==> src/rtl/irpd_pkg.sv <==
`default_nettype none

package irpd_pkg;

    localparam int TICKS_W = 16;
    localparam int WORD_W  = 48;
    localparam int CNT_W   = 6;
    localparam int PRE_W   = 12;

    // Default frame lengths in bits.
    localparam int SHORT_BITS_DEF   = 32;
    localparam int LONG_BITS_DEF    = 48;
    localparam int UNKNOWN_BITS_DEF = 32;

    // Preamble windows in 100 us ticks; PRE_MIN and PRE_MAX bounds inclusive, the others exclusive.
    localparam logic [TICKS_W-1:0] PRE_MIN       = 16'd300;
    localparam logic [TICKS_W-1:0] PRE_MAX       = 16'd3000;
    localparam logic [TICKS_W-1:0] PRE_SHORT_LO  = 16'd1300;
    localparam logic [TICKS_W-1:0] PRE_SHORT_HI  = 16'd1430;
    localparam logic [TICKS_W-1:0] PRE_REPEAT_LO = 16'd1100;
    localparam logic [TICKS_W-1:0] PRE_REPEAT_HI = 16'd1200;
    localparam logic [TICKS_W-1:0] PRE_LONG_LO   = 16'd510;
    localparam logic [TICKS_W-1:0] PRE_LONG_HI   = 16'd530;

    // Bit windows, bounds exclusive.
    localparam logic [TICKS_W-1:0] BIT_ONE_LO  = 16'd160;
    localparam logic [TICKS_W-1:0] BIT_ONE_HI  = 16'd240;
    localparam logic [TICKS_W-1:0] BIT_ZERO_LO = 16'd60;
    localparam logic [TICKS_W-1:0] BIT_ZERO_HI = 16'd125;

    typedef enum logic [1:0] {
        KIND_IDLE    = 2'd0,
        KIND_SHORT   = 2'd1,
        KIND_LONG    = 2'd2,
        KIND_UNKNOWN = 2'd3
    } t_kind;

    localparam logic [1:0] PROTO_SHORT   = 2'd0;
    localparam logic [1:0] PROTO_LONG    = 2'd1;
    localparam logic [1:0] PROTO_UNKNOWN = 2'd2;

    localparam logic STATUS_OK        = 1'b0;
    localparam logic STATUS_BIT_ERROR = 1'b1;

    typedef struct packed {
        logic in_range;
        logic pre_short;
        logic pre_repeat;
        logic pre_long;
        logic bit_one;
        logic bit_zero;
    } t_window;

    function automatic logic [1:0] protocol_of(input t_kind kind);
        logic [1:0] proto;
        case (kind)
            KIND_LONG:    proto = PROTO_LONG;
            KIND_UNKNOWN: proto = PROTO_UNKNOWN;
            default:      proto = PROTO_SHORT;
        endcase
        return proto;
    endfunction

endpackage

`default_nettype wire

==> src/rtl/irpd_in_if.sv <==
`default_nettype none

interface irpd_in_if
    import irpd_pkg::*;
();
    logic               valid;
    logic               ready;
    logic [TICKS_W-1:0] interval_ticks;

    modport source (output valid, output interval_ticks, input ready);
    modport sink   (input valid, input interval_ticks, output ready);
endinterface

`default_nettype wire

==> src/rtl/irpd_out_if.sv <==
`default_nettype none

interface irpd_out_if
    import irpd_pkg::*;
();
    logic              valid;
    logic              ready;
    logic              status;
    logic [1:0]        protocol;
    logic [WORD_W-1:0] command;
    logic              is_repeat;
    logic [PRE_W-1:0]  preamble_ticks;

    modport source (output valid, output status, output protocol, output command,
                    output is_repeat, output preamble_ticks, input ready);
    modport sink   (input valid, input status, input protocol, input command,
                    input is_repeat, input preamble_ticks, output ready);
endinterface

`default_nettype wire

==> src/rtl/irpd_window.sv <==
`default_nettype none

module irpd_window
    import irpd_pkg::*;
(
    input  wire logic [TICKS_W-1:0] i_ticks,
    output t_window                 o_window
);

    always_comb begin
        o_window.in_range   = (i_ticks >= PRE_MIN) && (i_ticks <= PRE_MAX);
        o_window.pre_short  = (i_ticks > PRE_SHORT_LO) && (i_ticks < PRE_SHORT_HI);
        o_window.pre_repeat = (i_ticks > PRE_REPEAT_LO) && (i_ticks < PRE_REPEAT_HI);
        o_window.pre_long   = (i_ticks > PRE_LONG_LO) && (i_ticks < PRE_LONG_HI);
        o_window.bit_one    = (i_ticks > BIT_ONE_LO) && (i_ticks < BIT_ONE_HI);
        o_window.bit_zero   = (i_ticks > BIT_ZERO_LO) && (i_ticks < BIT_ZERO_HI);
    end

endmodule

`default_nettype wire

==> src/rtl/ir_pulse_distance_decoder.sv <==
`default_nettype none

// Pulse-distance infrared remote decoder. Each input word is one interval
// between falling edges in 100 us ticks; while idle it is read as a preamble
// (short frame, repeat code, long frame or unknown frame; values outside
// 300..3000 are dropped), and after a frame preamble each interval is one
// data bit, first bit most significant. A word is taken every clock cycle
// unless the input side stalls: it passes an input register, one level of
// window compares and state update, and lands in the result register,
// where the result is held until it is taken.
// While a result waits, one more word is accepted into the input register;
// the input side then stalls until the result is taken, whether or not that
// word produces a result. A bad bit interval reports an error with a zero
// command and returns the decoder to idle. There is no clearing pass after
// reset.
module ir_pulse_distance_decoder
    import irpd_pkg::*;
#(
    parameter int SHORT_FRAME_BITS   = SHORT_BITS_DEF,
    parameter int LONG_FRAME_BITS    = LONG_BITS_DEF,
    parameter int UNKNOWN_FRAME_BITS = UNKNOWN_BITS_DEF
) (
    input  wire logic  i_clk,
    input  wire logic  i_rst_n,
    irpd_in_if.sink    i_in,
    irpd_out_if.source o_out
);

    localparam logic [CNT_W-1:0] ShortBits   = CNT_W'(SHORT_FRAME_BITS);
    localparam logic [CNT_W-1:0] LongBits    = CNT_W'(LONG_FRAME_BITS);
    localparam logic [CNT_W-1:0] UnknownBits = CNT_W'(UNKNOWN_FRAME_BITS);

    logic               r_in_valid;
    logic [TICKS_W-1:0] r_in_ticks;

    t_kind              r_kind,      n_kind;
    logic [CNT_W-1:0]   r_needed,    n_needed;
    logic [CNT_W-1:0]   r_received,  n_received;
    logic [WORD_W-1:0]  r_shift,     n_shift;
    logic [WORD_W-1:0]  r_last_word, n_last_word;
    logic [PRE_W-1:0]   r_preamble,  n_preamble;

    logic               r_out_valid;
    logic               r_out_status,    n_out_status;
    logic [1:0]         r_out_protocol,  n_out_protocol;
    logic [WORD_W-1:0]  r_out_command,   n_out_command;
    logic               r_out_is_repeat, n_out_is_repeat;
    logic [PRE_W-1:0]   r_out_preamble,  n_out_preamble;

    logic               advance;
    logic               emit;
    t_window            window;
    logic [WORD_W-1:0]  shifted;
    logic [CNT_W-1:0]   count_inc;

    irpd_window u_window (
        .i_ticks  (r_in_ticks),
        .o_window (window)
    );

    // The held word moves on once the result register is free or being emptied.
    assign advance   = r_in_valid && (!r_out_valid || o_out.ready);
    assign i_in.ready = !r_in_valid || advance;

    assign shifted   = {r_shift[WORD_W-2:0], window.bit_one};
    assign count_inc = r_received + CNT_W'(1);

    always_comb begin
        n_kind          = r_kind;
        n_needed        = r_needed;
        n_received      = r_received;
        n_shift         = r_shift;
        n_last_word     = r_last_word;
        n_preamble      = r_preamble;
        emit            = 1'b0;
        n_out_status    = STATUS_OK;
        n_out_protocol  = protocol_of(r_kind);
        n_out_command   = '0;
        n_out_is_repeat = 1'b0;
        n_out_preamble  = r_preamble;

        if (advance) begin
            if (r_kind == KIND_IDLE) begin
                if (window.in_range) begin
                    n_received = '0;
                    n_shift    = '0;
                    n_preamble = r_in_ticks[PRE_W-1:0];
                    if (window.pre_short) begin
                        n_kind   = KIND_SHORT;
                        n_needed = ShortBits;
                    end else if (window.pre_repeat) begin
                        emit            = 1'b1;
                        n_out_protocol  = PROTO_SHORT;
                        n_out_command   = r_last_word;
                        n_out_is_repeat = 1'b1;
                        n_out_preamble  = r_in_ticks[PRE_W-1:0];
                        n_needed        = '0;
                        n_preamble      = '0;
                    end else if (window.pre_long) begin
                        n_kind   = KIND_LONG;
                        n_needed = LongBits;
                    end else begin
                        n_kind   = KIND_UNKNOWN;
                        n_needed = UnknownBits;
                    end
                end
            end else if (window.bit_one || window.bit_zero) begin
                if (count_inc >= r_needed) begin
                    emit          = 1'b1;
                    n_out_command = shifted;
                    if (r_kind == KIND_SHORT) begin
                        n_last_word = shifted;
                    end
                    n_kind     = KIND_IDLE;
                    n_needed   = '0;
                    n_received = '0;
                    n_shift    = '0;
                    n_preamble = '0;
                end else begin
                    n_received = count_inc;
                    n_shift    = shifted;
                end
            end else begin
                emit         = 1'b1;
                n_out_status = STATUS_BIT_ERROR;
                n_kind       = KIND_IDLE;
                n_needed     = '0;
                n_received   = '0;
                n_shift      = '0;
                n_preamble   = '0;
            end
        end
    end

    always_ff @(posedge i_clk) begin
        if (!i_rst_n) begin
            r_in_valid  <= 1'b0;
            r_out_valid <= 1'b0;
            r_kind      <= KIND_IDLE;
            r_needed    <= '0;
            r_received  <= '0;
            r_shift     <= '0;
            r_last_word <= '0;
            r_preamble  <= '0;
        end else begin
            if (i_in.ready) begin
                r_in_valid <= i_in.valid;
            end
            if (advance && emit) begin
                r_out_valid <= 1'b1;
            end else if (o_out.ready) begin
                r_out_valid <= 1'b0;
            end
            r_kind      <= n_kind;
            r_needed    <= n_needed;
            r_received  <= n_received;
            r_shift     <= n_shift;
            r_last_word <= n_last_word;
            r_preamble  <= n_preamble;
        end
    end

    always_ff @(posedge i_clk) begin
        if (i_in.ready) begin
            r_in_ticks <= i_in.interval_ticks;
        end
        if (advance && emit) begin
            r_out_status    <= n_out_status;
            r_out_protocol  <= n_out_protocol;
            r_out_command   <= n_out_command;
            r_out_is_repeat <= n_out_is_repeat;
            r_out_preamble  <= n_out_preamble;
        end
    end

    assign o_out.valid          = r_out_valid;
    assign o_out.status         = r_out_status;
    assign o_out.protocol       = r_out_protocol;
    assign o_out.command        = r_out_command;
    assign o_out.is_repeat      = r_out_is_repeat;
    assign o_out.preamble_ticks = r_out_preamble;

`ifndef SYNTH
    a_idle_clear: assert property (@(posedge i_clk) disable iff (!i_rst_n)
        r_kind == KIND_IDLE |-> r_received == '0 && r_shift == '0)
        else $error("idle decoder holds a partial frame");

    a_count_below: assert property (@(posedge i_clk) disable iff (!i_rst_n)
        r_kind != KIND_IDLE |-> r_received < r_needed)
        else $error("bit count reached frame length without completing");

    a_error_zero: assert property (@(posedge i_clk) disable iff (!i_rst_n)
        r_out_valid && r_out_status == STATUS_BIT_ERROR
            |-> r_out_command == '0 && !r_out_is_repeat)
        else $error("error result carries a command");

    a_repeat_short: assert property (@(posedge i_clk) disable iff (!i_rst_n)
        r_out_valid && r_out_is_repeat
            |-> r_out_protocol == PROTO_SHORT && r_out_status == STATUS_OK)
        else $error("repeat result with wrong protocol or status");

    a_stored_word: assert property (@(posedge i_clk) disable iff (!i_rst_n)
        r_out_valid && r_out_status == STATUS_OK && r_out_protocol == PROTO_SHORT
            |-> r_out_command == r_last_word)
        else $error("short frame result differs from stored word");
`endif

endmodule

`default_nettype wire
==> src/flat_wrapper.sv <==
// flat-port wrapper written by rule: the top's interface ports become plain ports
module ir_pulse_distance_decoder_flat import irpd_pkg::*;
#(
    parameter int SHORT_FRAME_BITS   = SHORT_BITS_DEF,
    parameter int LONG_FRAME_BITS    = LONG_BITS_DEF,
    parameter int UNKNOWN_FRAME_BITS = UNKNOWN_BITS_DEF
)
  (i_clk, i_rst_n, i_in_valid, i_in_interval_ticks, i_in_ready, o_out_valid, o_out_status, o_out_protocol, o_out_command, o_out_is_repeat, o_out_preamble_ticks, o_out_ready);
  irpd_in_if i_in_i ();
  irpd_out_if o_out_i ();
  input  wire logic i_clk;
  input  wire logic i_rst_n;
  input wire logic [$bits(i_in_i.valid)-1:0] i_in_valid;
  input wire logic [$bits(i_in_i.interval_ticks)-1:0] i_in_interval_ticks;
  output wire logic [$bits(i_in_i.ready)-1:0] i_in_ready;
  output wire logic [$bits(o_out_i.valid)-1:0] o_out_valid;
  output wire logic [$bits(o_out_i.status)-1:0] o_out_status;
  output wire logic [$bits(o_out_i.protocol)-1:0] o_out_protocol;
  output wire logic [$bits(o_out_i.command)-1:0] o_out_command;
  output wire logic [$bits(o_out_i.is_repeat)-1:0] o_out_is_repeat;
  output wire logic [$bits(o_out_i.preamble_ticks)-1:0] o_out_preamble_ticks;
  input wire logic [$bits(o_out_i.ready)-1:0] o_out_ready;
  assign i_in_i.valid = i_in_valid;
  assign i_in_i.interval_ticks = i_in_interval_ticks;
  assign i_in_ready = i_in_i.ready;
  assign o_out_valid = o_out_i.valid;
  assign o_out_status = o_out_i.status;
  assign o_out_protocol = o_out_i.protocol;
  assign o_out_command = o_out_i.command;
  assign o_out_is_repeat = o_out_i.is_repeat;
  assign o_out_preamble_ticks = o_out_i.preamble_ticks;
  assign o_out_i.ready = o_out_ready;
  ir_pulse_distance_decoder #(.SHORT_FRAME_BITS(SHORT_FRAME_BITS), .LONG_FRAME_BITS(LONG_FRAME_BITS), .UNKNOWN_FRAME_BITS(UNKNOWN_FRAME_BITS)) u_core (.i_clk(i_clk), .i_rst_n(i_rst_n), .i_in(i_in_i), .o_out(o_out_i));
endmodule
==> config.mk <==
export PLATFORM = sky130hd
export DESIGN_NAME = ir_pulse_distance_decoder_flat
export DESIGN_NICKNAME = d
export VERILOG_FILES = /design/src/rtl/irpd_pkg.sv /design/src/rtl/irpd_in_if.sv /design/src/rtl/irpd_out_if.sv /design/src/rtl/irpd_window.sv /design/src/rtl/ir_pulse_distance_decoder.sv /design/src/flat_wrapper.sv
export SDC_FILE = /design/constraint.sdc
export NUM_CORES = 1
export LEC_CHECK = 0
export BUFFER_PORTS_ARGS = -buffer_cell sky130_fd_sc_hd__buf_2
export CORE_MARGIN = 4
export CORE_UTILIZATION = 52
export CTS_CLUSTER_SIZE = 10
export DETAILED_ROUTE_END_ITERATION = 16
export GPL_TIMING_DRIVEN = 0
export PLACE_DENSITY = 0.84
export SETUP_SLACK_MARGIN = 0.15
export SKIP_LAST_GASP = 1
export SYNTH_ARGS = -nofsm -noshare
export SYNTH_HDL_FRONTEND = slang
export SYNTH_SLANG_ARGS = --single-unit
==> constraint.sdc <==
create_clock -name i_clk -period 5.6 [get_ports i_clk]
set_input_delay 1.12 -clock i_clk [delete_from_list [all_inputs] [get_ports i_clk]]
set_output_delay 1.12 -clock i_clk [all_outputs]
set_load 0.1 [all_outputs]
==> results.cfg <==
[route]
first_iter_violations = 456
first_pass_iters = 5
drc = 0
drtAntennaViolNets = 0
vias = 5490
viasPerCell = 5.82
totalWireLength_mm = 16.3
routedWlPerCell_um = 17.3

[synthesis]
synthTopCellsByCount = dfxtp_1, nand2_1, edfxtp_1, mux2i_1, a22o_1
ys_ff_latch = 199
syn_nets = 665
syn_avg_cell_area_um2 = 12.2
post-synth-top-count-cell = dfxtp_1
synth_area_leaders = edfxtp_1, dfxtp_1, mux2i_1
synth_top_area_cell = edfxtp_1
syn_inst = 642
yosys.area.top_type_share = 0.306
synth.distinct_cells = 71
seq_area_frac_synth = 0.610
ys_dominant_reg_cell = dfxtp_1
synth_area_um2 = 7850
synth-edff-count = 80
async_flop_share = 0
yosys_warnings = 0

[critical_path]
crit_path_max_incr_delay_ns = 0.62
crit_start = u_core.r_received[2]$_SDFFE_PN0P_
worstSetupPathType = reg2reg
critPathLaunchType = flip-flop
worstPathCellList = and3_1 -> nand3_1 -> xnor2_1 -> ha_1 -> nand4_1 -> o311ai_2 -> or4b_4 -> o21ai_2 -> buf_4 -> nor2_4 -> buf_12
cp_max_fo = 40
r2r-start = u_core.r_received[2]$_SDFFE_PN0P_
cp_data_required_time_ns = 5.72
end_kind = flip-flop
crit_slowest_cell = nor2_4
critPathBufInv = 2
crit_family = simple AND/OR/NAND/NOR gates
worstPathArrival_ns = 3.97

[pwr]
p_int_mw = 2.19
p_clk_frac = 0.436
power_density_nw_per_um2 = 306
p_leak_nw = 3.78
pwr-share-seq = 0.543
swShare = 0.213
power_mw = 2.79
ir_worst_vdd_uv = 223
p_comb_frac = 0.021
switching_power_uw = 593

[clock_network]
cts_buffers = 17
cts_hold_buffers = 0
worstSkewPairLatency_ns = 0.43
clock-root-buffer = clkbuf_16
clk_pin_slew_ns = 0.07
cts_htree_levels = 4
cts_tree = built
cts_buffer_depth = 2
post_cts_buffers = 0
cts_resized = 0
cts_sinks = 199

[finish]
drive_gt1_frac = 0.225
layout.nets = 769
nFillCells = 1084
ff_latch_area_um2 = 4780
syn2layout_area_growth_pct = 16.2
antennaDiodeCount = 0
fin_util = 0.623
multi_input_area_um2 = 2690

[place]
dp_hpwl_mm = 11.3
place.port_buffers = 84
routabilityCongestion = 0.863
pre_cts_ws_ns = 1.81

[global_route]
grt_max_degree = 41
grt_pass1_wl_mm = 26.1
grt_overflow_total = 0
grt_usage = 0.194
antenna_found_initial = 0
grt_pass1_vias = 5398

[timing]
rsz0062_at_grt = no
layout_setup_ws_ns = 1.75
setup_viol = 0
period_needed_ns = 3.85
slew_viol_final = 0
hold_viol = 0
slew_headroom = 0.465
max_slew.worst_pin.slew_ns = 0.801
finalClockSkew_ns = 0.0100
fmax_mhz = 259
fin_crit_sh = 0.688

[die]
die_area_um2 = 17100
pin_count = 86
initial_core_util = 0.536
core_um2 = 14600
rows = 44
die_w_um = 131
fp.dieH_um = 131

[run_status]
status = complete, no violations

[flow_run]
cap_viol_max_count = 0

[worst_hold_path]
min_path_type = reg2reg
holdCritStartpoint = u_core.r_last_word[38]$_SDFFE_PN0P_
worst min-delay path, cell delays in order (launching register included):
cell and delay, ns:
dfxtp_1 0.31, nand2_1 0.05, mux2i_1 0.06
kinds of logic (layout without fill, tap and decap cells):
| family | Yosys count | count (layout) | share of synthesized area |
|---|---|---|---|
| xor gates and xnor gates | 2 | 2 | 0.00223 |
| adders and majority gates | 3 | 3 | 0.00478 |
| muxes | 56 | 56 | 0.0727 |
| and+or+nand+nor | 173 | 173 | 0.104 |
| DFF | 199 | 199 | 0.610 |
| buffers and inverters | 57 | 174 | 0.0480 |
| AOI/OAI and AO/OA | 152 | 152 | 0.158 |
cells in the final DEF (no fill, tap or decap), types with 11 or more instances in the layout:
| cell type | instances |
|---|---|
| mux2i_1 | 48 |
| clkbuf_16 | 17 |
| buf_4 | 11 |
| dfxtp_1 | 119 |
| clkbuf_1 | 18 |
| edfxtp_1 | 80 |
| buf_2 | 95 |
| o22ai_1 | 46 |
| a32o_1 | 14 |
| a22o_1 | 47 |
| nand2_1 | 109 |
path summary, 6_finish.rpt:
check | endpoint | slack, ns | depth (start not counted)
max | u_core.o_out.command[36]$_SDFFCE_PN0P_ | 1.75 | 11
min | u_core.r_last_word[38]$_SDFFE_PN0P_ | 0.46 | 2
max reg2reg | u_core.o_out.command[36]$_SDFFCE_PN0P_ | 1.75 | 11
min reg2reg | u_core.r_last_word[38]$_SDFFE_PN0P_ | 0.46 | 2
state kept, by name, indices dropped and copies added (netlist names):
| signal | flops |
|---|---|
| u_core.r_received | 6 |
| u_core.o_out.valid | 1 |
| u_core.r_needed | 2 |
| u_core.r_in_valid | 1 |
| u_core.o_out.is_repeat | 1 |
| u_core.r_shift | 47 |
| u_core.r_preamble | 12 |
| u_core.r_in_ticks | 16 |
| u_core.o_out.preamble_ticks | 12 |
| u_core.r_last_word | 48 |
| u_core.o_out.command | 48 |
| u_core.r_kind | 2 |
| u_core.o_out.status | 1 |
| u_core.o_out.protocol | 2 |
metal layers:
metal  GRT usage  up-vias  part of all wire
met5           0        -                 0
met2       0.330      192              0.50
li1            -     2642                 -
met3      0.0463       30             0.056
met1       0.238     2626              0.42
met4      0.0786        0             0.022
final cells by class:
type,count,share of cell area
sequential,199,0.525
buffer,52,0.0392
multi-input combinational,386,0.295
timing repair buffer,85,0.0483
tap,184,0.0253
clock buffer,18,0.0471
inverter,5,0.00206
clock inverter,14,0.0178
stage by stage:
stage	hold WS (ns)	std cells	setup TNS (ns)	area, um2
after detailed placement	0.453	911	0	8530
after floorplan	0.439	642	0	7850
after global routing	0.482	943	0	9120
after CTS	0.467	943	0	9120
after global placement	0.445	910	-55.14	8500
final	0.464	943	0	9120
power by group through the flow:
stage	Clock (mW)	Combinational, mW	Sequential [mW]
3_5_place_dp	0	0.0584	1.55
2_1_floorplan	0	0.0384	1.54
3_3_place_gp	0	0.0557	1.54
4_1_cts	1.23	0.0587	1.51
6_report	1.22	0.0592	1.51
5_1_grt	1.29	0.0648	1.51
(Power assumes the default switching activity.)
